===== config.mk =====
export PLATFORM = sky130hd
export DESIGN_NAME = wgt_div
export DESIGN_NICKNAME = d
export VERILOG_FILES = /design/src/design/wgt_pkg.sv /design/src/design/wgt_div.sv
export SDC_FILE = /design/constraint.sdc
export NUM_CORES = 1
export LEC_CHECK = 0
export BUFFER_PORTS_ARGS = -buffer_cell sky130_fd_sc_hd__buf_2
export CORE_MARGIN = 2
export CORE_UTILIZATION = 58
export DETAILED_ROUTE_END_ITERATION = 12
export HOLD_SLACK_MARGIN = 0.15
export PLACE_DENSITY = 0.93
export SLEW_MARGIN = 40
export SYNTH_ARGS = -nofsm -noshare
export SYNTH_HDL_FRONTEND = slang
export SYNTH_SLANG_ARGS = --single-unit
export TNS_END_PERCENT = 5

===== constraint.sdc =====
create_clock -name clock -period 7.2 [get_ports clock]
set_clock_uncertainty 0.2 [all_clocks]
set_input_delay 1.08 -clock clock [delete_from_list [all_inputs] [get_ports clock]]
set_output_delay 1.08 -clock clock [all_outputs]
set_load 0.01 [all_outputs]

===== src/design/wgt_pkg.sv =====
package wgt_pkg;

   // wide accumulator: holds n*sxx, sx*sx and the scaled slope numerator
   localparam int ACC_W = 192;
   // narrow multiplier operand and first-order sums (sx, sy)
   localparam int MUL_B_W = 80;

   localparam int MAX_SAMPLES_DEF = 64;

   localparam int CAP_W = 7;
   localparam int TIME_W = 64;
   localparam int BYTES_W = 48;
   localparam int CHANGE_W = 49;
   localparam int SLOPE_W = 64;

   localparam logic [CAP_W-1:0] CAP_RESET = 7'd64;
   localparam logic [TIME_W-1:0] WINDOW_RESET = 64'd60000000000;
   localparam logic [TIME_W-1:0] MIN_OBSERVE_NS = 64'd5000000000;
   // 65536 * 1e9: q16 fraction times ns per second
   localparam logic [MUL_B_W-1:0] SLOPE_SCALE = 80'd65536000000000;

   localparam logic [0:0] CSR_CAPACITY = 1'b0;
   localparam logic [0:0] CSR_WINDOW = 1'b1;

   localparam logic [SLOPE_W-1:0] SLOPE_MAX = 64'h7FFF_FFFF_FFFF_FFFF;
   localparam logic [SLOPE_W-1:0] SLOPE_MIN = 64'h8000_0000_0000_0000;

   typedef struct packed {
      logic start;
      logic [ACC_W-1:0] init;
      logic [ACC_W-1:0] a;
      logic [MUL_B_W-1:0] b;
   } mac_req_type;

endpackage


===== src/design/wgt_div.sv =====
// restoring divider, one quotient bit per cycle
module wgt_div (
   input logic clock,
   input logic reset,
   input logic start,
   input logic [wgt_pkg::ACC_W-1:0] num,
   input logic [wgt_pkg::ACC_W-1:0] den,
   output logic done,
   output logic [wgt_pkg::ACC_W-1:0] quo
);

   localparam int CNT_W = $clog2(wgt_pkg::ACC_W + 1);

   logic busy_ff, busy_in;
   logic [CNT_W-1:0] cnt_ff, cnt_in;
   logic [wgt_pkg::ACC_W-1:0] rem_ff, rem_in;
   logic [wgt_pkg::ACC_W-1:0] quo_ff, quo_in;
   logic [wgt_pkg::ACC_W-1:0] den_ff, den_in;
   logic [wgt_pkg::ACC_W:0] trial;
   logic [wgt_pkg::ACC_W:0] diff;
   logic fits;

   assign done = busy_ff && (cnt_ff == '0);
   assign quo = quo_ff;

   always_comb begin
      trial = {rem_ff, quo_ff[wgt_pkg::ACC_W-1]};
      diff = trial - {1'b0, den_ff};
      fits = trial >= {1'b0, den_ff};
      busy_in = busy_ff;
      cnt_in = cnt_ff;
      rem_in = rem_ff;
      quo_in = quo_ff;
      den_in = den_ff;
      if (start) begin
         busy_in = 1'b1;
         cnt_in = CNT_W'(wgt_pkg::ACC_W);
         rem_in = '0;
         quo_in = num;
         den_in = den;
      end else if (busy_ff) begin
         if (cnt_ff == '0) begin
            busy_in = 1'b0;
         end else begin
            rem_in = fits ? diff[wgt_pkg::ACC_W-1:0] : trial[wgt_pkg::ACC_W-1:0];
            quo_in = {quo_ff[wgt_pkg::ACC_W-2:0], fits};
            cnt_in = cnt_ff - 1'b1;
         end
      end
   end

   always_ff @(posedge clock) begin
      if (reset) begin
         busy_ff <= 1'b0;
      end else begin
         busy_ff <= busy_in;
      end
      cnt_ff <= cnt_in;
      rem_ff <= rem_in;
      quo_ff <= quo_in;
      den_ff <= den_in;
   end

endmodule

==> results.ini <==
[clock_tree]
cts.sinks = 585
cts_tree = done
clkTransAtPathRegs_ps = 60
hold_buffers = 0
ctsResizeCount = 0
cts_buffer_depth = 3
htreeDepth = 3
insertion_delay_ps = 640
cts_setup_buffers = 0
cts_buffers = 66
cts-root-buf = clkbuf_16

[routing]
drc = 0
drt-initial-drc-count = 4274
wl_per_cell_microns = 26.2
vias = 35800
final_antenna_net_count = 0
wl_microns = 145000
viasPerCell = 6.50
first_pass_iters = 7

[pwr]
cellPowerDensity_nw_per_um2 = 247
power_frac_seq_pct = 39.1
swShare_pct = 34.1
combinationalPowerShare_pct = 27.0
ir_worst_vdd_v = 0.000238
p_leak_nw = 17.7
p_clk_share_pct = 33.9
design_power_total_w = 0.0106
switchingPower_w = 0.00360
p_int_w = 0.00697

[setup_path]
cp-start-kind = register
end_kind = register
arrival_ps = 5540
crit_family = compound AO/OA/AOI/OAI gates
crit_fanout = 99
max_stage_delay_ps = 650
critPathKind = reg -> reg
cp_num_buf_inv = 2
crit_path_frequent_cell = o21ai_0
crit_chain = inv_1 -> ha_1 -> a21oi_1 -> o21ai_0 -> a221oi_1 -> o31ai_1 -> a211oi_1 -> o21ai_0 -> o21ai_1 -> o21ba_4 -> buf_6 -> and2_1 -> a22oi_1 -> o21ai_0
slowest_stage = and2_1
worstPathRequired_ps = 7540

[finish]
fillCellCount = 5019
area_growth_pct = 15.2
final_area_sq_um = 42800
final_cell_mix = 578 x buf_2, 465 x a21oi_1, 405 x nand2_1, 384 x edfxtp_1, 367 x nor2_1
drive_gt1_share_pct = 20.4
layout.nets = 5176
mostFrequentLayoutCell = buf_2

[global_routing]
grt_usage_pct = 42.0
grt_pass1_vias = 33700
grt_pass1_wl_microns = 209000
grt-ovfl-total = 0
grt_start_max_net_pins = 115
grt_antenna_before_repair = 27

[placement]
place_ws_ps = 2250
place_area_sq_um = 40500
dp_hpwl_microns = 112000
gp_congestion = 1.07
io_buffers = 579

[timing]
layout_min_cycle_time_ps = 5200
post-route-period-util_pct = 72.2
hold_viol = 0
max_freq_ghz = 0.192
whs_ps = 271
finalSetupTns_ps = 0
rsz0062_at_grt = no
setup_viol = 0
relSlewSlack_pct = 38.8
slew_viol_final = 0
worst_slack_ps = 2000
worst_pin_slew_ps = 918

[run_status]
status = complete, no violations

[run]
drv_cap = 0

[floorplan]
dieArea_sq_um = 66100
rows = 92
core_area_sq_um = 63200
chipHeight_microns = 257
io_pins = 580
initial_core_util_pct = 58.8
die_x_microns = 257

[logic_synthesis]
synth-seq-cells = 585
yosysTopAreaCellShare_pct = 31.1
yosysSeqAreaShare_pct = 41.9
syn_nets = 4735
synth_cell_types = 93
synthCells = 4154
synthArstFlopShare_pct = 0
synth_edf_count = 384
avgSynthCellArea_sq_um = 8.94
syn_area_sq_um = 37100
synthFlopType = edfxtp_1
synth_area_leader_cell = edfxtp_1
synth_area_leaders = edfxtp_1 31%, dfxtp_1 11%, ha_1 6.5%, a21oi_1 6.3%, mux2_2 5.9%
yosys_warnings = 0

[min_path]
hp-class = reg -> reg

## layer usage
metal	wire (microns)	global-route usage, %
met3	16300	11.9
met4	12400	30.2
met5	146	0
met1	52800	50.7
met2	62900	64.3
## state kept, by name (all words and copies together) (netlist names)
register / cells
den_ff: 192
busy_ff: 1
cnt_ff: 8
quo: 192
rem_ff: 192
## cell usage after synthesis, types with 44 or more instances
cell / number
a21oi_1: 465
nand2_1: 406
edfxtp_1: 384
nor2_1: 369
o21ai_0: 319
inv_1: 266
dfxtp_1: 201
ha_1: 193
mux2_2: 193
clkbuf_1: 192
nand4_1: 128
xnor2_1: 100
nor3_1: 95
o21bai_1: 75
a21o_1: 70
xor2_1: 70
a211oi_1: 61
o211ai_1: 51
nand3_1: 44
## worst register-to-register path: stages, from the launching register on
cell and delay [ps]:
edfxtp_1 360, inv_1 90, ha_1 330, a21oi_1 230, o21ai_0 200, a221oi_1 450
o31ai_1 190, a211oi_1 330, o21ai_0 290, o21ai_1 360, o21ba_4 480, buf_6 580
and2_1 760, a22oi_1 150, o21ai_0 120
## power by group through the flow
stage               Clock, W  Sequential (W)  Combinational (W)
detailed placement         0         0.00419            0.00274
floorplan                  0         0.00418            0.00177
CTS                  0.00359         0.00412            0.00276
global route         0.00370         0.00415            0.00303
global placement           0         0.00417            0.00269
finish               0.00358         0.00413            0.00286
## cell families after synthesis
| family | count (synthesis) | share of synthesized area, % |
|---|---|---|
| compound gates | 1299 | 21.3 |
| xor+xnor | 170 | 4.01 |
| mux | 218 | 6.53 |
| buf+inv | 498 | 5.18 |
| flops | 585 | 41.9 |
| simple gates | 1190 | 14.6 |
| fa+ha+maj | 194 | 6.56 |
## worst paths after layout
check | depth (start not counted) | from | end | slack, ps
worst max-delay path | 14 | den_ff[124]$_DFFE_PP_ | rem_ff[158]$_SDFFE_PP0P_ | 2000
worst min-delay path | 2 | rem_ff[27]$_SDFFE_PP0P_ | rem_ff[27]$_SDFFE_PP0P_ | 270
worst max register to register | 14 | den_ff[124]$_DFFE_PP_ | rem_ff[158]$_SDFFE_PP0P_ | 2000
worst min register to register | 2 | rem_ff[27]$_SDFFE_PP0P_ | rem_ff[27]$_SDFFE_PP0P_ | 270
## through the flow
| stage | utilization, % | cells |
|---|---|---|
| after global placement | 63.9 | 5371 |
| after floorplan | - | 4154 |
| after detailed placement | 64.1 | 5373 |
| after global routing | 67.7 | 5503 |
| final | 67.7 | 5512 |
| after CTS | 67.6 | 5495 |
## layout make-up
cell class	instances	area (sq um)	area share (%)
antenna	17	42.5	0.0994
timing repair buffer	604	3160	7.37
clock buffer	80	1750	4.08
clock inverter	42	514	1.20
inverter	267	1010	2.36
sequential	585	15600	36.3
tap	846	1060	2.47
multi-input combinational	3071	19700	46.1
Power figures use the tool's default switching activity.
