<file path="config.mk">
export PLATFORM = sky130hd
export DESIGN_NAME = wgt_mac
export DESIGN_NICKNAME = d
export VERILOG_FILES = /design/src/design/wgt_pkg.sv /design/src/design/wgt_mac.sv
export SDC_FILE = /design/constraint.sdc
export NUM_CORES = 1
export LEC_CHECK = 0
export BUFFER_PORTS_ARGS = -buffer_cell sky130_fd_sc_hd__clkbuf_2
export CAP_MARGIN = 5
export CELL_PAD_IN_SITES_DETAIL_PLACEMENT = 1
export CELL_PAD_IN_SITES_GLOBAL_PLACEMENT = 1
export CORE_MARGIN = 4
export CORE_UTILIZATION = 39
export DETAILED_ROUTE_END_ITERATION = 16
export MAX_ROUTING_LAYER = met4
export PLACE_DENSITY = 0.78
export REMOVE_ABC_BUFFERS = 1
export SYNTH_ARGS = -nofsm -noshare
export SYNTH_HDL_FRONTEND = slang
export SYNTH_SLANG_ARGS = --single-unit
export TNS_END_PERCENT = 5
</file>
<file path="constraint.sdc">
create_clock -name clock -period 7.45 [get_ports clock]
set_input_delay 1.8625 -clock clock [delete_from_list [all_inputs] [get_ports clock]]
set_output_delay 1.8625 -clock clock [all_outputs]
set_load 0.02 [all_outputs]
</file>
<file path="src/design/wgt_pkg.sv">
package wgt_pkg;

   // wide accumulator: holds n*sxx, sx*sx and the scaled slope numerator
   localparam int ACC_W = 192;
   // narrow multiplier operand and first-order sums (sx, sy)
   localparam int MUL_B_W = 80;

   localparam int MAX_SAMPLES_DEF = 64;

   localparam int CAP_W = 7;
   localparam int TIME_W = 64;
   localparam int BYTES_W = 48;
   localparam int CHANGE_W = 49;
   localparam int SLOPE_W = 64;

   localparam logic [CAP_W-1:0] CAP_RESET = 7'd64;
   localparam logic [TIME_W-1:0] WINDOW_RESET = 64'd60000000000;
   localparam logic [TIME_W-1:0] MIN_OBSERVE_NS = 64'd5000000000;
   // 65536 * 1e9: q16 fraction times ns per second
   localparam logic [MUL_B_W-1:0] SLOPE_SCALE = 80'd65536000000000;

   localparam logic [0:0] CSR_CAPACITY = 1'b0;
   localparam logic [0:0] CSR_WINDOW = 1'b1;

   localparam logic [SLOPE_W-1:0] SLOPE_MAX = 64'h7FFF_FFFF_FFFF_FFFF;
   localparam logic [SLOPE_W-1:0] SLOPE_MIN = 64'h8000_0000_0000_0000;

   typedef struct packed {
      logic start;
      logic [ACC_W-1:0] init;
      logic [ACC_W-1:0] a;
      logic [MUL_B_W-1:0] b;
   } mac_req_type;

endpackage

</file>
<file path="src/design/wgt_mac.sv">
// shift-and-add multiply-accumulate, one multiplier bit per cycle
module wgt_mac (
   input logic clock,
   input logic reset,
   input wgt_pkg::mac_req_type req,
   output logic done,
   output logic [wgt_pkg::ACC_W-1:0] acc
);

   logic busy_ff, busy_in;
   logic [wgt_pkg::ACC_W-1:0] acc_ff, acc_in;
   logic [wgt_pkg::ACC_W-1:0] a_ff, a_in;
   logic [wgt_pkg::MUL_B_W-1:0] b_ff, b_in;

   assign done = busy_ff && (b_ff == '0);
   assign acc = acc_ff;

   always_comb begin
      busy_in = busy_ff;
      acc_in = acc_ff;
      a_in = a_ff;
      b_in = b_ff;
      if (req.start) begin
         busy_in = 1'b1;
         acc_in = req.init;
         a_in = req.a;
         b_in = req.b;
      end else if (busy_ff) begin
         if (b_ff == '0) begin
            busy_in = 1'b0;
         end else begin
            if (b_ff[0]) begin
               acc_in = acc_ff + a_ff;
            end
            a_in = {a_ff[wgt_pkg::ACC_W-2:0], 1'b0};
            b_in = {1'b0, b_ff[wgt_pkg::MUL_B_W-1:1]};
         end
      end
   end

   always_ff @(posedge clock) begin
      if (reset) begin
         busy_ff <= 1'b0;
      end else begin
         busy_ff <= busy_in;
      end
      acc_ff <= acc_in;
      a_ff <= a_in;
      b_ff <= b_in;
   end

endmodule

</file>
==> results.txt <==
Result of the run - completed
Nets - 4664
Post-synth EDFFs - 464
Cells after synthesis - 3474
Top-Level Pins - 660
Crit end category - register
Placed insts - 5080
Critical R2R Capture - acc[185]
Largest net degree at the start of global routing - 192
Cts hold-fix bufs - 0
Pwr Density - 319 nW/um2
Layout cell share with drive strength beyond 1 - 26.2%
Avg Inst Size Synth - 9.58 um2
Tcrit/Tclk final - 75.3%
Tot Pwr - 12.5 mW
Synth async-reset ratio - 0%
H-Tree Depth - 2
Post-CTS resize count - 0
Clock root buffer - clkbuf_16
Reg-to-Reg Start - acc[27]
Final setup fails - 0
Clk_skew - 0.0257 ns
Final hold vios - 0
Clk pin slew, worst setup/hold paths - 0.06 ns
Post-route non-filler standard cell count - 5219
Worst setup SP type - register
TNS Setup - 0 ns
CTS buffer count - 57
RSZ-0062 raised after global routing - false
Final ANT Viol Nets - 0
FP Rows - 106
Area after DPL - 37400 um2
Cell Area, Synth - 33300 um2
Fill cells - 9843
Hold Path Class - reg -> reg
Peak Freq - 178 MHz
CTS tree - built
Via-to-Cell Ratio - 5.85
Synth warn - 0
R2R cell count - 13
GPL Wtd Cong - 1.00
Hold Crit Depth - 1
Worst EP required - 7.82 ns
Synth cell types - 76
Kind of critical path - reg -> reg
Critical path peak fanout - 7
DRC Markers - 0
Die area - 90100 um2
Clk sinks - 465
Syn-to-layout area delta - 18.0%
Post-Route Utilization - 46.7%
Register area share after synthesis - 41.9%
LEAKAGE - 15.7 nW
Initial antenna violation count - 33
Relative slew slack - 14.8%
Post-layout minimum cycle time - 5.61 ns
Worst Hold Launch - b_ff[29]
Final Cell Area - 39300 um2
#FFs+latches synth - 465
WL/cell - 26.9 um
Port Buffer Count - 659
Via count - 30500
Core area - 84100 um2
TritonRoute pass-1 iters - 5
Maximum VDD drop - 169 uV
Max-Cap Viols - 0
Slew @ Worst Pin - 1.27 ns
Worst reg-to-reg setup slack - 1.84 ns
First-iteration detailed-routing DRC count - 2292
Overall routed net length - 141000 um
# Post-CTS Setup Buffers - 0
GRT Overall Usage - 30.8%
Post-DP HPWL - 113000 um
Max clock buf depth - 3
Worst EP arrival - 5.97 ns
Worst hold endpoint - b_ff[28]
First-pass GRT wire length - 204000 um
Vias in the first global route - 31900
Horiz. Die Dim - 300 um
Slew Viols, Final - 0
Clock latency at the later pin of the worst-skew pair - 0.64 ns
Die H - 300 um
Remaining Overflow, GRT - 0
Commonest register cell after synthesis - edfxtp_1
Initial Util - 39.6%
-- cells by family after synthesis --
logic type	synth area share, %
AO/OA/AOI/OAI	19.3
AND/OR/NAND/NOR	14.4
flip-flops	41.9
multiplexers	9.50
buffers and inverters	3.11
adder cells (fa/ha/maj)	7.24
XOR/XNOR	4.58
-- critical path, stage by stage, from the launching register on --
cell and delay (ns):
edfxtp_1 0.42, ha_1 0.46, nand2_1 0.13, o21ai_1 0.26, a21o_1 0.18, a21oi_1 0.08, o21ai_0 0.77, o211ai_1 0.30
a2111oi_1 1.05, o2111ai_1 0.40, a21boi_1 0.54, o2111ai_1 0.20, a2111oi_0 0.46, a221oi_1 0.09
-- per-layer routing --
metal | track usage (%) | wire length, um | share of wire [%]
met1 | 35.9 | 55000 | 39
met2 | 50.1 | 66100 | 47
met3 | 9.67 | 13600 | 9.7
met4 | 11.6 | 5920 | 4.2
met5 | - | 0 | 0
-- cell usage in the layout, fill, tap and decap left out, types with 28 or more instances in the layout --
cell / netlist / routed
nand3_1: 28 / 28
nand2_1: 426 / 425
xnor2_1: 108 / 108
nor2_1: 210 / 210
nand4_1: 122 / 122
a21oi_1: 351 / 351
a21o_1: 96 / 96
diode_2: 0 / 35
mux2_2: 279 / 279
clkbuf_16: 0 / 59
nor4_1: 38 / 38
xor2_1: 66 / 66
ha_1: 191 / 191
o21a_1: 32 / 32
inv_1: 66 / 65
clkbuf_2: 0 / 658
o21bai_1: 70 / 70
o21ai_1: 53 / 53
nor3_1: 55 / 55
edfxtp_1: 464 / 464
o21ai_0: 314 / 314
-- sequential cells by signal (all words and copies together) (netlist names) --
| register | flops |
|---|---|
| a_ff | 192 |
| b_ff | 80 |
| busy_ff | 1 |
| acc | 192 |
-- Yosys cell counts, drive strengths merged, types with 6 or more instances --
library cell | number | share of area, %
edfxtp | 464 | 42
nand2 | 427 | 4.8
o21ai | 367 | 5.5
a21oi | 352 | 5.3
mux2 | 279 | 9.4
nor2 | 210 | 2.4
ha | 191 | 7.2
clkbuf | 160 | 1.8
nand4 | 122 | 2.3
xnor2 | 108 | 2.8
a21o | 96 | 2.2
o21bai | 70 | 1.6
inv | 66 | 0.74
xor2 | 66 | 1.7
nor3 | 55 | 0.83
buf | 38 | 0.56
nor4 | 38 | 0.71
o21a | 32 | 0.72
nand3 | 28 | 0.42
or3 | 24 | 0.47
nand2b | 22 | 0.41
a21boi | 20 | 0.45
o31ai | 20 | 0.49
and2 | 18 | 0.34
and4 | 17 | 0.45
or2 | 16 | 0.30
nor2b | 14 | 0.26
o211ai | 13 | 0.29
a211oi | 12 | 0.29
a31oi | 12 | 0.23
and3 | 12 | 0.23
a221oi | 9 | 0.24
a311oi | 8 | 0.21
o2111ai | 7 | 0.18
or4 | 7 | 0.17
nor3b | 6 | 0.14
o31a | 6 | 0.16
-- how the worst max path moves through the flow --
stage          startpoint        to  slack, ns  cells past startpoint
6_report          acc[27]  acc[185]       1.84                     13
5_1_grt           acc[27]  acc[185]       1.62                     13
4_1_cts           acc[27]  acc[185]       2.08                     13
3_5_place_dp     a_ff[27]  acc[185]       2.12                     13
3_3_place_gp      acc[30]  acc[185]       2.19                     13
2_1_floorplan    req[464]    acc[0]      0.002                      2
-- layout make-up --
| class | count | area [um2] | share of cell area [%] |
|---|---|---|---|
| multi-input cells | 2745 | 18300 | 46.6 |
| flip-flops and latches | 465 | 14000 | 35.5 |
| inverters | 66 | 248 | 0.631 |
| clock inverters | 34 | 279 | 0.710 |
| repair buffers | 670 | 3480 | 8.85 |
| diodes | 35 | 87.6 | 0.223 |
| clock buffers | 70 | 1520 | 3.86 |
| well taps | 1134 | 1420 | 3.61 |
-- through the flow --
stage | setup slack, ns | hold WS (ns)
after floorplan | 0.00219 | 0.552
after global placement | 2.19 | 0.558
after detailed placement | 2.12 | 0.568
after CTS | 2.08 | 0.582
after global routing | 1.62 | 0.602
final | 1.84 | 0.583
-- where the power goes --
group,switching (mW),internal (mW),total (mW)
clock,1.21,1.58,2.78
combinational,3.93,2.03,5.95
sequential,0.325,3.48,3.81
total,5.46,7.08,12.5
No activity file was read; power rests on OpenSTA's default activity.
